===== src/rtl/ivd_pkg.sv =====
// Shared constants, breakpoint tables and stage word types for the IR distance linearizer.
package ivd_pkg;

   // Field widths
   localparam int VOLT_W  = 12;
   localparam int DIST_W  = 11;

   // Table geometry
   localparam int TABLE_SEGMENTS    = 16;
   localparam int SEGMENT_COUNT_DEF = 16;
   localparam int SEG_IDX_W         = $clog2(TABLE_SEGMENTS);
   localparam int BRK_IDX_W         = $clog2(TABLE_SEGMENTS + 1);

   // Datapath widths
   localparam int CM_W        = 7;   // breakpoint distance in cm
   localparam int OFF_W       = 9;   // Vhi - v, never above the widest span
   localparam int DD16_W      = 7;   // 16 * distance step
   localparam int NUM_W       = OFF_W + DD16_W;
   localparam int RECIP_W     = 12;
   localparam int RECIP_SHIFT = 16;  // reciprocal is floor(2^16 / span)
   localparam int PROD_W      = NUM_W + RECIP_W;
   localparam int QUO_W       = 7;   // quotient never above 80

   // Stage words
   typedef struct packed {
      logic                 hit;
      logic [SEG_IDX_W-1:0] seg;
      logic [OFF_W-1:0]     off;
   } sel_word_type;

   typedef struct packed {
      logic                 hit;
      logic [SEG_IDX_W-1:0] seg;
      logic [NUM_W-1:0]     num;
   } num_word_type;

   typedef struct packed {
      logic                 hit;
      logic [SEG_IDX_W-1:0] seg;
      logic [NUM_W-1:0]     num;
      logic [QUO_W-1:0]     quo_est;
   } quo_word_type;

   // Breakpoint voltages in mV, falling
   function automatic logic [VOLT_W-1:0] brk_mv(input logic [BRK_IDX_W-1:0] idx);
      logic [VOLT_W-1:0] v;
      case (idx)
         5'd0:    v = 12'd2600;
         5'd1:    v = 12'd2100;
         5'd2:    v = 12'd1650;
         5'd3:    v = 12'd1500;
         5'd4:    v = 12'd1390;
         5'd5:    v = 12'd1130;
         5'd6:    v = 12'd980;
         5'd7:    v = 12'd850;
         5'd8:    v = 12'd750;
         5'd9:    v = 12'd680;
         5'd10:   v = 12'd620;
         5'd11:   v = 12'd570;
         5'd12:   v = 12'd540;
         5'd13:   v = 12'd500;
         5'd14:   v = 12'd470;
         5'd15:   v = 12'd430;
         5'd16:   v = 12'd410;
         default: v = '0;
      endcase
      return v;
   endfunction

   // Breakpoint distances in cm, rising
   function automatic logic [CM_W-1:0] brk_cm(input logic [BRK_IDX_W-1:0] idx);
      logic [CM_W-1:0] d;
      case (idx)
         5'd0:    d = 7'd10;
         5'd1:    d = 7'd12;
         5'd2:    d = 7'd16;
         5'd3:    d = 7'd18;
         5'd4:    d = 7'd20;
         5'd5:    d = 7'd25;
         5'd6:    d = 7'd30;
         5'd7:    d = 7'd35;
         5'd8:    d = 7'd40;
         5'd9:    d = 7'd45;
         5'd10:   d = 7'd50;
         5'd11:   d = 7'd55;
         5'd12:   d = 7'd60;
         5'd13:   d = 7'd65;
         5'd14:   d = 7'd70;
         5'd15:   d = 7'd75;
         5'd16:   d = 7'd80;
         default: d = '0;
      endcase
      return d;
   endfunction

   // Voltage span of a segment
   function automatic logic [OFF_W-1:0] seg_span(input logic [SEG_IDX_W-1:0] seg);
      logic [VOLT_W-1:0] diff;
      diff = brk_mv(BRK_IDX_W'(seg)) - brk_mv(BRK_IDX_W'(seg) + 1'b1);
      return diff[OFF_W-1:0];
   endfunction

   // Sixteen times the distance step of a segment
   function automatic logic [DD16_W-1:0] seg_dd16(input logic [SEG_IDX_W-1:0] seg);
      logic [CM_W-1:0] dd;
      dd = brk_cm(BRK_IDX_W'(seg) + 1'b1) - brk_cm(BRK_IDX_W'(seg));
      return DD16_W'({dd, 4'b0000});
   endfunction

   // Segment start distance in 1/16 cm
   function automatic logic [DIST_W-1:0] seg_base(input logic [SEG_IDX_W-1:0] seg);
      return DIST_W'({brk_cm(BRK_IDX_W'(seg)), 4'b0000});
   endfunction

   // floor(2^16 / span); quotient estimate is low by at most one
   function automatic logic [RECIP_W-1:0] seg_recip(input logic [SEG_IDX_W-1:0] seg);
      logic [RECIP_W-1:0] r;
      case (seg)
         4'd0:    r = 12'd131;
         4'd1:    r = 12'd145;
         4'd2:    r = 12'd436;
         4'd3:    r = 12'd595;
         4'd4:    r = 12'd252;
         4'd5:    r = 12'd436;
         4'd6:    r = 12'd504;
         4'd7:    r = 12'd655;
         4'd8:    r = 12'd936;
         4'd9:    r = 12'd1092;
         4'd10:   r = 12'd1310;
         4'd11:   r = 12'd2184;
         4'd12:   r = 12'd1638;
         4'd13:   r = 12'd2184;
         4'd14:   r = 12'd1638;
         4'd15:   r = 12'd3276;
         default: r = '0;
      endcase
      return r;
   endfunction

endpackage


===== src/rtl/ivd_seg_select.sv =====
// Stage 1: segment search over the breakpoint table and offset from the upper bound.
module ivd_seg_select #(
   parameter int SEGMENT_COUNT = ivd_pkg::SEGMENT_COUNT_DEF
) (
   input  logic                       clock,
   input  logic                       reset,
   input  logic                       in_valid,
   output logic                       in_ready,
   input  logic [ivd_pkg::VOLT_W-1:0] voltage_mv,
   output logic                       out_valid,
   output ivd_pkg::sel_word_type      out_data,
   input  logic                       out_ready
);
   import ivd_pkg::*;

   // Segments searched, held to the table
   localparam int ACTIVE = (SEGMENT_COUNT > TABLE_SEGMENTS) ? TABLE_SEGMENTS :
                           (SEGMENT_COUNT < 1) ? 1 : SEGMENT_COUNT;

   sel_word_type seg_sel;
   sel_word_type data_ff, data_in;
   logic         valid_ff, valid_in;

   // Parallel bound compares; the earliest matching segment wins
   always_comb begin
      seg_sel = '0;
      for (int i = ACTIVE - 1; i >= 0; i--) begin
         if (voltage_mv >= brk_mv(BRK_IDX_W'(i + 1)) &&
             voltage_mv <= brk_mv(BRK_IDX_W'(i))) begin
            seg_sel.hit = 1'b1;
            seg_sel.seg = SEG_IDX_W'(i);
            seg_sel.off = OFF_W'(brk_mv(BRK_IDX_W'(i)) - voltage_mv);
         end
      end
   end

   // Stage register with stall
   assign in_ready = !valid_ff || out_ready;
   assign valid_in = in_ready ? in_valid : valid_ff;
   assign data_in  = (in_valid && in_ready) ? seg_sel : data_ff;

   always_ff @(posedge clock) begin
      if (reset) begin
         valid_ff <= 1'b0;
      end else begin
         valid_ff <= valid_in;
      end
   end

   always_ff @(posedge clock) begin
      data_ff <= data_in;
   end

   assign out_valid = valid_ff;
   assign out_data  = data_ff;

endmodule


===== src/rtl/ivd_scale.sv =====
// Stages 2 and 3: scale the offset by the distance step, then multiply by the span reciprocal.
module ivd_scale (
   input  logic                  clock,
   input  logic                  reset,
   input  logic                  in_valid,
   output logic                  in_ready,
   input  ivd_pkg::sel_word_type in_data,
   output logic                  out_valid,
   output ivd_pkg::quo_word_type out_data,
   input  logic                  out_ready
);
   import ivd_pkg::*;

   num_word_type       num_ff, num_in;
   logic               num_valid_ff, num_valid_in;
   logic               num_ready;
   quo_word_type       quo_ff, quo_in;
   logic               quo_valid_ff, quo_valid_in;
   logic               quo_ready;
   num_word_type       num_calc;
   quo_word_type       quo_calc;
   logic [PROD_W-1:0]  recip_prod;

   assign quo_ready = !quo_valid_ff || out_ready;
   assign num_ready = !num_valid_ff || quo_ready;
   assign in_ready  = num_ready;

   // Numerator: 16 * (Vhi - v) * (Dhi - Dlo)
   always_comb begin
      num_calc.hit = in_data.hit;
      num_calc.seg = in_data.seg;
      num_calc.num = NUM_W'(in_data.off * seg_dd16(in_data.seg));
   end

   assign num_valid_in = num_ready ? in_valid : num_valid_ff;
   assign num_in       = (in_valid && num_ready) ? num_calc : num_ff;

   // Quotient estimate through the reciprocal
   assign recip_prod = PROD_W'(num_ff.num * seg_recip(num_ff.seg));

   always_comb begin
      quo_calc.hit     = num_ff.hit;
      quo_calc.seg     = num_ff.seg;
      quo_calc.num     = num_ff.num;
      quo_calc.quo_est = recip_prod[RECIP_SHIFT +: QUO_W];
   end

   assign quo_valid_in = quo_ready ? num_valid_ff : quo_valid_ff;
   assign quo_in       = (num_valid_ff && quo_ready) ? quo_calc : quo_ff;

   always_ff @(posedge clock) begin
      if (reset) begin
         num_valid_ff <= 1'b0;
         quo_valid_ff <= 1'b0;
      end else begin
         num_valid_ff <= num_valid_in;
         quo_valid_ff <= quo_valid_in;
      end
   end

   always_ff @(posedge clock) begin
      num_ff <= num_in;
      quo_ff <= quo_in;
   end

   assign out_valid = quo_valid_ff;
   assign out_data  = quo_ff;

endmodule


===== src/rtl/ivd_correct.sv =====
// Stage 4: quotient correction, add the segment base distance, result register.
module ivd_correct (
   input  logic                       clock,
   input  logic                       reset,
   input  logic                       in_valid,
   output logic                       in_ready,
   input  ivd_pkg::quo_word_type      in_data,
   output logic                       out_valid,
   input  logic                       out_ready,
   output logic [ivd_pkg::DIST_W-1:0] distance_q4,
   output logic                       in_range
);
   import ivd_pkg::*;

   logic [NUM_W-1:0]  back_prod;
   logic [NUM_W-1:0]  remainder;
   logic [OFF_W-1:0]  span;
   logic              bump;
   logic [DIST_W-1:0] dist_calc;
   logic [DIST_W-1:0] dist_ff, dist_in;
   logic              hit_ff, hit_in;
   logic              valid_ff, valid_in;

   // Estimate is exact or one low; one compare fixes it
   assign span      = seg_span(in_data.seg);
   assign back_prod = NUM_W'(in_data.quo_est * span);
   assign remainder = in_data.num - back_prod;
   assign bump      = (remainder >= NUM_W'(span));
   assign dist_calc = in_data.hit ?
                      DIST_W'(seg_base(in_data.seg) + DIST_W'(in_data.quo_est) + DIST_W'(bump)) :
                      '0;

   // Result register with stall
   assign in_ready = !valid_ff || out_ready;
   assign valid_in = in_ready ? in_valid : valid_ff;
   assign dist_in  = (in_valid && in_ready) ? dist_calc : dist_ff;
   assign hit_in   = (in_valid && in_ready) ? in_data.hit : hit_ff;

   always_ff @(posedge clock) begin
      if (reset) begin
         valid_ff <= 1'b0;
      end else begin
         valid_ff <= valid_in;
      end
   end

   always_ff @(posedge clock) begin
      dist_ff <= dist_in;
      hit_ff  <= hit_in;
   end

   assign out_valid   = valid_ff;
   assign distance_q4 = dist_ff;
   assign in_range    = hit_ff;

endmodule


===== src/rtl/ir_voltage_to_distance.sv =====
// IR range sensor linearizer: four register stages of lookup and interpolation.
// A word accepted into the segment select register passes both scale registers
// and shows on rsp_valid from the result register. Throughput: one word per cycle
// while rsp_ready is high; bubbles between stages are filled while a result waits.
// Reset clears the stage valid bits only; the pipeline is empty after reset.
module ir_voltage_to_distance #(
   parameter int SEGMENT_COUNT = ivd_pkg::SEGMENT_COUNT_DEF
) (
   input  logic                       clock,
   input  logic                       reset,
   input  logic                       req_valid,
   output logic                       req_ready,
   input  logic [ivd_pkg::VOLT_W-1:0] req_voltage_mv,
   output logic                       rsp_valid,
   input  logic                       rsp_ready,
   output logic [ivd_pkg::DIST_W-1:0] rsp_distance_q4,
   output logic                       rsp_in_range
);
   import ivd_pkg::*;

   sel_word_type sel_data;
   logic         sel_valid, sel_ready;
   quo_word_type quo_data;
   logic         quo_valid, quo_ready;

   ivd_seg_select #(
      .SEGMENT_COUNT(SEGMENT_COUNT)
   ) u_seg_select (
      .clock      (clock),
      .reset      (reset),
      .in_valid   (req_valid),
      .in_ready   (req_ready),
      .voltage_mv (req_voltage_mv),
      .out_valid  (sel_valid),
      .out_data   (sel_data),
      .out_ready  (sel_ready)
   );

   ivd_scale u_scale (
      .clock     (clock),
      .reset     (reset),
      .in_valid  (sel_valid),
      .in_ready  (sel_ready),
      .in_data   (sel_data),
      .out_valid (quo_valid),
      .out_data  (quo_data),
      .out_ready (quo_ready)
   );

   ivd_correct u_correct (
      .clock       (clock),
      .reset       (reset),
      .in_valid    (quo_valid),
      .in_ready    (quo_ready),
      .in_data     (quo_data),
      .out_valid   (rsp_valid),
      .out_ready   (rsp_ready),
      .distance_q4 (rsp_distance_q4),
      .in_range    (rsp_in_range)
   );

endmodule


===== config.mk =====
export PLATFORM = sky130hd
export DESIGN_NAME = ir_voltage_to_distance
export DESIGN_NICKNAME = d
export VERILOG_FILES = /design/src/rtl/ivd_pkg.sv /design/src/rtl/ivd_seg_select.sv /design/src/rtl/ivd_scale.sv /design/src/rtl/ivd_correct.sv /design/src/rtl/ir_voltage_to_distance.sv
export SDC_FILE = /design/constraint.sdc
export NUM_CORES = 1
export LEC_CHECK = 0
export BUFFER_PORTS_ARGS = -buffer_cell sky130_fd_sc_hd__buf_4
export CAP_MARGIN = 20
export CORE_MARGIN = 4
export CORE_UTILIZATION = 30
export CTS_BUF_LIST = sky130_fd_sc_hd__clkbuf_4
export DETAILED_ROUTE_END_ITERATION = 8
export PLACE_DENSITY = 0.45
export SLEW_MARGIN = 40
export SYNTH_ARGS = -nofsm -noshare
export SYNTH_HDL_FRONTEND = slang
export SYNTH_SLANG_ARGS = --single-unit

===== constraint.sdc =====
create_clock -name clock -period 7.7 [get_ports clock]
set_input_delay 0.77 -clock clock [delete_from_list [all_inputs] [get_ports clock]]
set_output_delay 0.77 -clock clock [all_outputs]
set_load 0.01 [all_outputs]

# --- After elaboration in Yosys (flattened, before gate mapping) ---
# Memory sizes are Yosys's and may differ from the RTL's. A register that Yosys moved wholly into a read port is not among the register bits.
# Index checks and enable logic that the tools add are counted.
op_classes:
  addsub: 23
  n_mul: 3
  magnitude_cmp: 33
  mux: 35
  reduce_logical: 32
op_table:
  columns: ["cell", "count"]
  rows:
  - ["9-bit two-way mux", 17]
  - ["9-bit subtractor", 17]
  - ["13-bit two-way mux", 7]
  - ["12-bit by 10-bit >= comparator with 1-bit output, second input constant", 7]
  - ["12-bit by 10-bit <= comparator with 1-bit output, second input constant", 7]
  - ["12-bit by 11-bit >= comparator with 1-bit output, second input constant", 4]
  - ["12-bit by 9-bit >= comparator with 1-bit output, second input constant", 4]
  - ["12-bit by 11-bit <= comparator with 1-bit output, second input constant", 4]
  - ["12-bit two-way mux", 4]
  - ["12-bit by 9-bit <= comparator with 1-bit output, second input constant", 3]
  - ["12-bit <= comparator, second input constant", 2]
  - ["11-bit two-way mux", 2]
  - ["1-bit logical AND", 20]
  - ["12-bit by 12-bit multiplier with 19-bit output", 1]
  - ["16-bit by 9-bit >= comparator with 1-bit output", 1]
  - ["7-bit by 9-bit multiplier with 16-bit output", 1]
  - ["16-bit subtractor", 1]
  - ["15-bit OR reduction", 1]
  - ["14-bit two-way mux", 1]
  - ["12-bit >= comparator, second input constant", 1]
  - ["9-bit by 3-bit multiplier with 12-bit output", 1]
  - ["4-bit two-way mux", 3]
  - ["11-bit by 1-bit adder with 11-bit output", 1]
  - ["11-bit by 7-bit adder with 11-bit output", 1]
  - ["other kinds (8)", 15]
word_totals:
  regBits: 71
  romBits: 1168
  elab_cells: 151
  n_memories: 6
mem_list:
  columns: ["name", "depth", "width", "read_ports", "rd_clocked_by_memory_dff", "wr", "line", "rtl"]
  rows:
  - ["(no name shown)", 32, 11, 1, 0, 0, "ivd_pkg.sv:47", "case (idx)"]
  - ["(no name shown)", 32, 7, 1, 0, 0, "ivd_pkg.sv:73", "case (idx)"]
  - ["(no name shown)", 16, 12, 1, 1, 0, "ivd_pkg.sv:118", "case (seg)"]
  - ["(no name shown)", 16, 11, 1, 1, 0, "ivd_pkg.sv:47", null]
  - ["(no name shown)", 16, 7, 1, 1, 0, "ivd_pkg.sv:73", null]
  - ["(no name shown)", 16, 7, 1, 0, 0, "ivd_pkg.sv:73", null]

# --- Logic depth before layout (Yosys ltp) ---
# Gate-level depths: netlist of run 1.
logic_depth:
  ltp_word: 20
  mapped_depth: 42

# --- Cells and area by module ---
# From an unflattened synthesis of run 1, not the netlist that was laid out.
unflattened:
  hier_cells: 1791
  hier_area_um2: 14802.9
modules_own_cells:
  columns: ["mod", "n_inst", "cells_each", "area_per_inst_um2"]
  rows:
  - ["ivd_scale", 1, 716, 6762.7]
  - ["ivd_correct", 1, 535, 4361.7]
  - ["ivd_seg_select", 1, 540, 3678.5]

# --- Least setup slack after synthesis of run 1 ---
# No wires, ideal clock.
synth_timing:
  kind: "register -> register"
  start: "reg u_scale.quo_ff (netlist bit u_scale.out_data[23])"
  end: "reg u_correct.dist_ff[10] (netlist: u_correct.distance_q4[10]) (data pin)"
  setup_ps: 255
  t_arrival_ps: 8117
  slack_ps: -672
  stages_incl_launch_ff: 39
  n_path_buf: 0
  period_less_slack_ps: 8372
  cell_sequence: "edfxtp_1 > ha_1 > inv_1 > ha_1 > nand2_1 > nor3_1 > or2_2 > ha_1 > inv_1 > fa_1 > a21o_1 > a21oi_1 > o21bai_1 > a21oi_1 > xnor2_1 > and2_1 > fa_1 > inv_1 > (+3 left out) > fa_1 > inv_1 > ha_1 > a221o_1 > a21oi_1 > a31oi_1 > or4_1 > a21oi_1 > o2111ai_1 > ha_1 > ha_1 > a41o_1 > a21oi_1 > nor2b_1 > o21a_1 > nand3_1 > xnor2_1 > and2_1"
synth_via:
  elab_chain_cells: 7
synth_rtl:
  columns: ["element", "line", "rtl"]
  rows:
  - ["start: declaration", "ivd_scale.sv:17", "quo_word_type quo_ff, quo_in;"]
  - ["start signal: assignment", "ivd_scale.sv:63", "quo_ff <= quo_in;"]
  - ["4-bit by 1-bit adder with 5-bit output (*)", "ivd_pkg.sv:99", "diff = brk_mv(BRK_IDX_W'(seg)) - brk_mv(BRK_IDX_W'(seg) + 1'b1);"]
  - ["memory 32 x 11 bit (*)", null, null]
  - ["9-bit subtractor (*)", "ivd_pkg.sv:99", null]
  - ["7-bit by 9-bit multiplier with 16-bit output", "ivd_correct.sv:26", "assign back_prod = NUM_W'(in_data.quo_est * span);"]
  - ["16-bit subtractor", "ivd_correct.sv:27", "assign remainder = in_data.num - back_prod;"]
  - ["16-bit by 9-bit >= comparator with 1-bit output (*)", "ivd_correct.sv:28", "assign bump = (remainder >= NUM_W'(span));"]
  - ["11-bit by 1-bit adder with 11-bit output (*)", "ivd_correct.sv:30", "DIST_W'(seg_base(in_data.seg) + DIST_W'(in_data.quo_est) + DIST_W'(bump)) :"]
  - ["end signal: assignment", "ivd_correct.sv:48", "dist_ff <= dist_in;"]
  - ["end: declaration", "ivd_correct.sv:20", "logic [DIST_W-1:0] dist_ff, dist_in;"]
# Mark *: on every way between the ends. The rest lies on a longest branch, timed or not.
# A chain may end at the register's enable or synchronous reset.

# --- Worst setup path after layout of run 1 ---
layout_timing:
  start: "reg u_scale.quo_ff (netlist bit u_scale.out_data[24])"
  end: "reg u_correct.dist_ff[10] (netlist: u_correct.distance_q4[10]) (data pin)"
# Same word-level chain as after synthesis.

==> results_dict.tcl, run 1 <==
set metrics [dict create \
    core_region_area_um2 47000 \
    rrSetupSlack_ns -0.22 \
    min_to "u_scale.num_valid_ff" \
    tightest_slew_ns 0.824 \
    hp-class "input port to flop" \
    drt-total-wl_um 38300 \
    yosysUniqueCellTypes 100 \
    ant_nets 0 \
    area_growth_pct 11.3 \
    cap_violations 0 \
    grt_max_degree 51 \
    grt_pass1_vias 11600 \
    htree_num_levels 3 \
    netlist_top_cells_area "fa_1, edfxtp_1, ha_1" \
    drc_errors 0 \
    syn_area_um2 14300 \
    cts_buffers 9 \
    path_clk_slew_ns 0.17 \
    skew_ns 0.0289 \
    min_path_cells 2 \
    place_ws_ns -0.374 \
    syn-instance-count 1654 \
    synth_top_area_cell "fa_1" \
    synth_edf_count 67 \
    place_congestion 0.831 \
    min_period_ns 7.92 \
    async_reset_ff_frac 0 \
    wl_per_cell_um 16.7 \
    holdWs_ns 0.431 \
    ctsRootBufferMaster "clkbuf_4" \
    cp-start-kind "flop" \
    run_status "finished with violations" \
    hold_start "reset" \
    synthFlopType "edfxtp_1" \
    rows 79 \
    clock.fmax_mhz 126 \
    arrival_ns 8.18 \
    crit_slowest_cell "or4_4" \
    layout-drive-gt1-share 0.128 \
    syn-num-nets 1947 \
    setup_viol_count_final 5 \
    ys_warn_count 0 \
    crit_type "flop to flop" \
    finalWorstSetupSlack_ns -0.220 \
    initial_core_util 0.305 \
    dieArea_um2 51400 \
    clock_sinks 98 \
    clk_path_buf_depth 2 \
    ctsHoldBuffers 0 \
    place_inst 2265 \
    fin_cells 2293 \
    die_h_um 227 \
    hpwl_um 29200 \
    grt.total_usage 0.151 \
    required_ns 7.96 \
    slew_viol_final 0 \
    drt_pass1_iterations 5 \
    utilization 0.340 \
    die_w_um 227 \
    slew_headroom 0.445 \
    period_share 1.03 \
    final_nets 1972 \
    r2r-end "u_correct.distance_q4[10]" \
    rr_worst_depth 39 \
    hold_viol 0 \
    ios 30 \
    grt_pass1_wl_um 62900 \
    slowest_delay_ns 0.54 \
    port_buffers 29 \
    ys_seq_elements 98 \
    drt-initial-drc-count 632 \
    clkLatencyLatePin_ns 0.50 \
    rsz0062_at_grt "true" \
    crit_path_max_fanout 7 \
    antenna_found_initial 1 \
    syn_avg_cell_area_um2 8.67 \
    num-fill-cells 4864 \
    reg2reg_from "u_scale.out_data[24]" \
    violations "setup timing" \
    ys_seq_area_frac 0.184 \
    vias 11500 \
    netlist.area_leader.share 0.197 \
    cts_tree "built" \
    globalRouteOverflowTotal 0 \
    viasPerCell 5.02 \
    crit_path_end_kind "flop" \
]
==> worst max-delay path: cells and delay by family, from the launching register on <==
kind                       cells  cell delay (ns)
adders and majority gates     11             3.41
AOI/OAI and AO/OA             14             2.09
and+or+nand+nor                6             1.18
DFF                            1             0.48
buffers and inverters          6             0.34
xor gates and xnor gates       2             0.20
==> metrics by stage <==
stage               TNS [ns]  instance area, um2
finish                -0.721               16000
global route           -3.42               16000
CTS                   -0.894               15800
detailed placement     -1.43               15600
global placement      -0.860               15600
floorplan            -0.0192               14500
==> metal layers <==
| layer | global-route usage | part of all wire | up-vias |
|---|---|---|---|
| li1 | - | - | 5605 |
| met1 | 0.212 | 0.48 | 5676 |
| met2 | 0.251 | 0.47 | 199 |
| met3 | 0.0168 | 0.030 | 35 |
| met4 | 0.0375 | 0.020 | 0 |
| met5 | 0 | 0 | - |
==> placed cells by master, fill, tap and decap left out, types with 8 or more instances in the layout <==
cell and instances:
a211oi_1 12, and2_1 80, clkbuf_4 9, nand4_1 10
xnor2_1 51, nand2b_1 22, dfxtp_1 31, xor2_1 17
inv_1 226, o211ai_1 14, nor2b_1 24, o21ai_0 50
and3_1 8, a21oi_1 82, ha_1 125, a21o_1 16
nor4_1 9, nand3_1 21, o21a_1 18, nor2_1 94
buf_4 93, o22ai_1 8, nor3_1 21, mux2i_1 12
nand2_1 184, a31oi_1 14, edfxtp_1 67, a211o_1 8
fa_1 139, a21oi_2 9, ha_4 9
==> worst max path at each step <==
stage / start / end
after detailed placement: u_scale.out_data[24] / u_correct.distance_q4[10]
after floorplan: u_scale.out_data[24] / u_correct.distance_q4[9]
after CTS: u_scale.out_data[23] / u_correct.distance_q4[10]
final: u_scale.out_data[24] / u_correct.distance_q4[10]
after global placement: u_scale.out_data[24] / u_correct.distance_q4[9]
after global routing: u_scale.out_data[24] / u_correct.distance_q4[10]
==> synth_stat cells (14+ instances only) <==
cell type / n
inv_1: 232
dfxtp_1: 31
a21o_1: 16
o21ai_0: 53
fa_1: 141
o211ai_1: 14
buf_2: 19
nand3_1: 23
a21oi_1: 89
nor2b_1: 27
nand2b_1: 22
nor3_1: 22
a31oi_1: 16
ha_1: 136
o21a_1: 18
xor2_1: 19
xnor2_1: 56
and2_1: 80
edfxtp_1: 67
nor2_1: 95
clkbuf_1: 50
nand2_1: 186
==> cell families after synthesis <==
kind of cell / Yosys count / share of synthesized area
multiplexers: 21 / 0.0169
AND/OR/NAND/NOR: 535 / 0.190
XOR/XNOR: 75 / 0.0458
adder cells (fa/ha/maj): 277 / 0.315
flip-flops: 98 / 0.184
AO/OA/AOI/OAI: 329 / 0.160
buffers and inverters: 319 / 0.0886
==> what timing repair did <==
| action | 4_1_cts | 5_1_grt |
|---|---|---|
| buffers inserted | 3 | 7 |
| setup endpoints to repair | 6 | 9 |
| resized for setup | 20 | 14 |
| pin swaps | 17 | 23 |
==> layout make-up <==
| cell class | count | area [um2] | area share |
|---|---|---|---|
| well taps | 607 | 759 | 0.0476 |
| flip-flops and latches | 98 | 2630 | 0.165 |
| clock buffers | 9 | 67.6 | 0.00423 |
| inverters | 234 | 883 | 0.0553 |
| clock inverters | 7 | 80.1 | 0.00502 |
| repair buffers | 99 | 766 | 0.0480 |
| multi-input cells | 1237 | 10800 | 0.675 |
| diodes | 2 | 5.00 | 0.000314 |
Power of run 1 is left out: the tool's default activity adds up to more than one toggle a clock period on the data nets, which glitch-free logic cannot reach.
==> inputs of run 2 (changes only) <==
--- a/config.mk
+++ b/config.mk
@@ -6,12 +6,12 @@
 export NUM_CORES = 1
 export LEC_CHECK = 0
 export BUFFER_PORTS_ARGS = -buffer_cell sky130_fd_sc_hd__buf_4
-export CAP_MARGIN = 20
 export CORE_MARGIN = 4
 export CORE_UTILIZATION = 30
 export CTS_BUF_LIST = sky130_fd_sc_hd__clkbuf_4
 export DETAILED_ROUTE_END_ITERATION = 8
 export PLACE_DENSITY = 0.45
+export REMOVE_ABC_BUFFERS = 1
 export SLEW_MARGIN = 40
 export SYNTH_ARGS = -nofsm -noshare
 export SYNTH_HDL_FRONTEND = slang
==> results_dict.tcl, run 2 (synthesized netlist as in run 1, its figures left out) <==
set metrics [dict create \
    setup_viol_count_final 4 \
    rr_worst_depth 38 \
    period_share 1.03 \
    drt-initial-drc-count 696 \
    port_buffers 29 \
    min_path_cells 0 \
    initial_core_util 0.305 \
    drc_errors 0 \
    rows 79 \
    final_nets 1981 \
    wl_per_cell_um 16.5 \
    hold_viol 0 \
    most-common-layout-cells "inv_1, nand2_1, fa_1" \
    grt.total_usage 0.151 \
    arrival_ns 8.16 \
    finalWorstSetupSlack_ns -0.197 \
    rrSetupSlack_ns -0.20 \
    violations "setup timing" \
    core_region_area_um2 47000 \
    crit_path_max_fanout 5 \
    clkLatencyLatePin_ns 0.48 \
    clock_sinks 98 \
    rsz0062_at_grt "true" \
    hold_start "u_scale.num_ff[20]" \
    hpwl_um 28600 \
    layout-drive-gt1-share 0.145 \
    holdWs_ns 0.458 \
    r2r-end "u_correct.distance_q4[9]" \
    path_clk_slew_ns 0.18 \
    htree_num_levels 3 \
    clk_path_buf_depth 2 \
    ctsHoldBuffers 0 \
    ctsRootBufferMaster "clkbuf_4" \
    tightest_slew_ns 0.867 \
    final.setup.tns_ns -0.586 \
    vias 11600 \
    slew_headroom 0.421 \
    cts_tree "built" \
    antenna_found_initial 1 \
    slowest_delay_ns 0.56 \
    grt_pass1_wl_um 63200 \
    min_to "u_scale.out_data[27]" \
    cap_violations 0 \
    die_h_um 227 \
    crit_type "flop to flop" \
    hp-class "flop to flop" \
    required_ns 7.96 \
    drt-total-wl_um 37900 \
    cp-start-kind "flop" \
    grt_pass1_vias 12100 \
    min_period_ns 7.90 \
    run_status "finished with violations" \
    ant_nets 0 \
    area_growth_pct 12.3 \
    drt_pass1_iterations 5 \
    place_congestion 0.884 \
    reg2reg_from "u_scale.out_data[23]" \
    ios 30 \
    dieArea_um2 51400 \
    globalRouteOverflowTotal 0 \
    clock.fmax_mhz 127 \
    die_w_um 227 \
    cp_common_cell "ha_4" \
    grt_max_degree 51 \
    skew_ns 0.0230 \
    cts_buffers 9 \
    viasPerCell 5.02 \
    crit_slowest_cell "fa_1" \
    crit_path_end_kind "flop" \
    layout_commonest_cell "inv_1" \
    slew_viol_final 0 \
]
[run 2: cell types whose count changed in the layout (fill, tap and decap cells not counted), sizes merged]
cell	delta
buf	+9
bufinv	-1
clkinv	+2
clkinvlp	+1
inv	-2
[run 2: worst max-delay path by stage]
stage / start / cells after the start / endpoint
2_1_floorplan: u_scale.out_data[24] / 37 / u_correct.distance_q4[10]
3_3_place_gp: u_scale.out_data[23] / 39 / u_correct.distance_q4[10]
3_5_place_dp: u_scale.out_data[23] / 37 / u_correct.distance_q4[10]
4_1_cts: u_scale.out_data[23] / 39 / u_correct.distance_q4[9]
5_1_grt: u_scale.out_data[25] / 36 / u_correct.distance_q4[10]
6_report: u_scale.out_data[23] / 38 / u_correct.distance_q4[9]
[run 2: layout make-up]
type | count | area, um2
diodes | 2 | 5.00
clock buffers | 9 | 67.6
clock inverters | 7 | 60.1
fillers | 4891 | 30800
inverters | 234 | 883
multi-input cells | 1237 | 10900
flip-flops and latches | 98 | 2630
well taps | 607 | 759
repair buffers | 108 | 833
[run 2: layer usage]
layer  track usage  vias to the layer above  share of wire
met2         0.266                      202           0.50
met4        0.0350                        0          0.016
met3        0.0136                       38          0.031
met1         0.201                     5704           0.46
li1              -                     5621              -
met5             0                        -              0
[run 2: repair_timing]
item | in CTS | in global routing
buffers inserted | 15 | 5
endpoints found under the hold margin | 0 | 0
resized for setup | 53 | 38
pin swaps | 52 | 53
setup endpoints to repair | 10 | 9
[run 2: critical path: cells and delay by family, from the launching register on]
kind / cells / cell delay (ns)
flip-flops: 1 / 0.48
adder cells (fa/ha/maj): 10 / 3.29
AND/OR/NAND/NOR: 6 / 1.13
AO/OA/AOI/OAI: 12 / 1.93
buffers and inverters: 8 / 0.65
XOR/XNOR: 2 / 0.21
[run 2: through the flow]
step | setup WS, ns | area, um2 | instances | utilization
4_1_cts | -0.269 | 15900 | 2295 | 0.338
3_5_place_dp | -0.735 | 15400 | 2265 | 0.328
2_1_floorplan | -0.768 | 13900 | 1569 | -
3_3_place_gp | -0.684 | 15400 | 2265 | 0.328
5_1_grt | -0.569 | 16100 | 2302 | 0.343
6_report | -0.197 | 16100 | 2302 | 0.343
Power of run 2 is left out for the same reason.
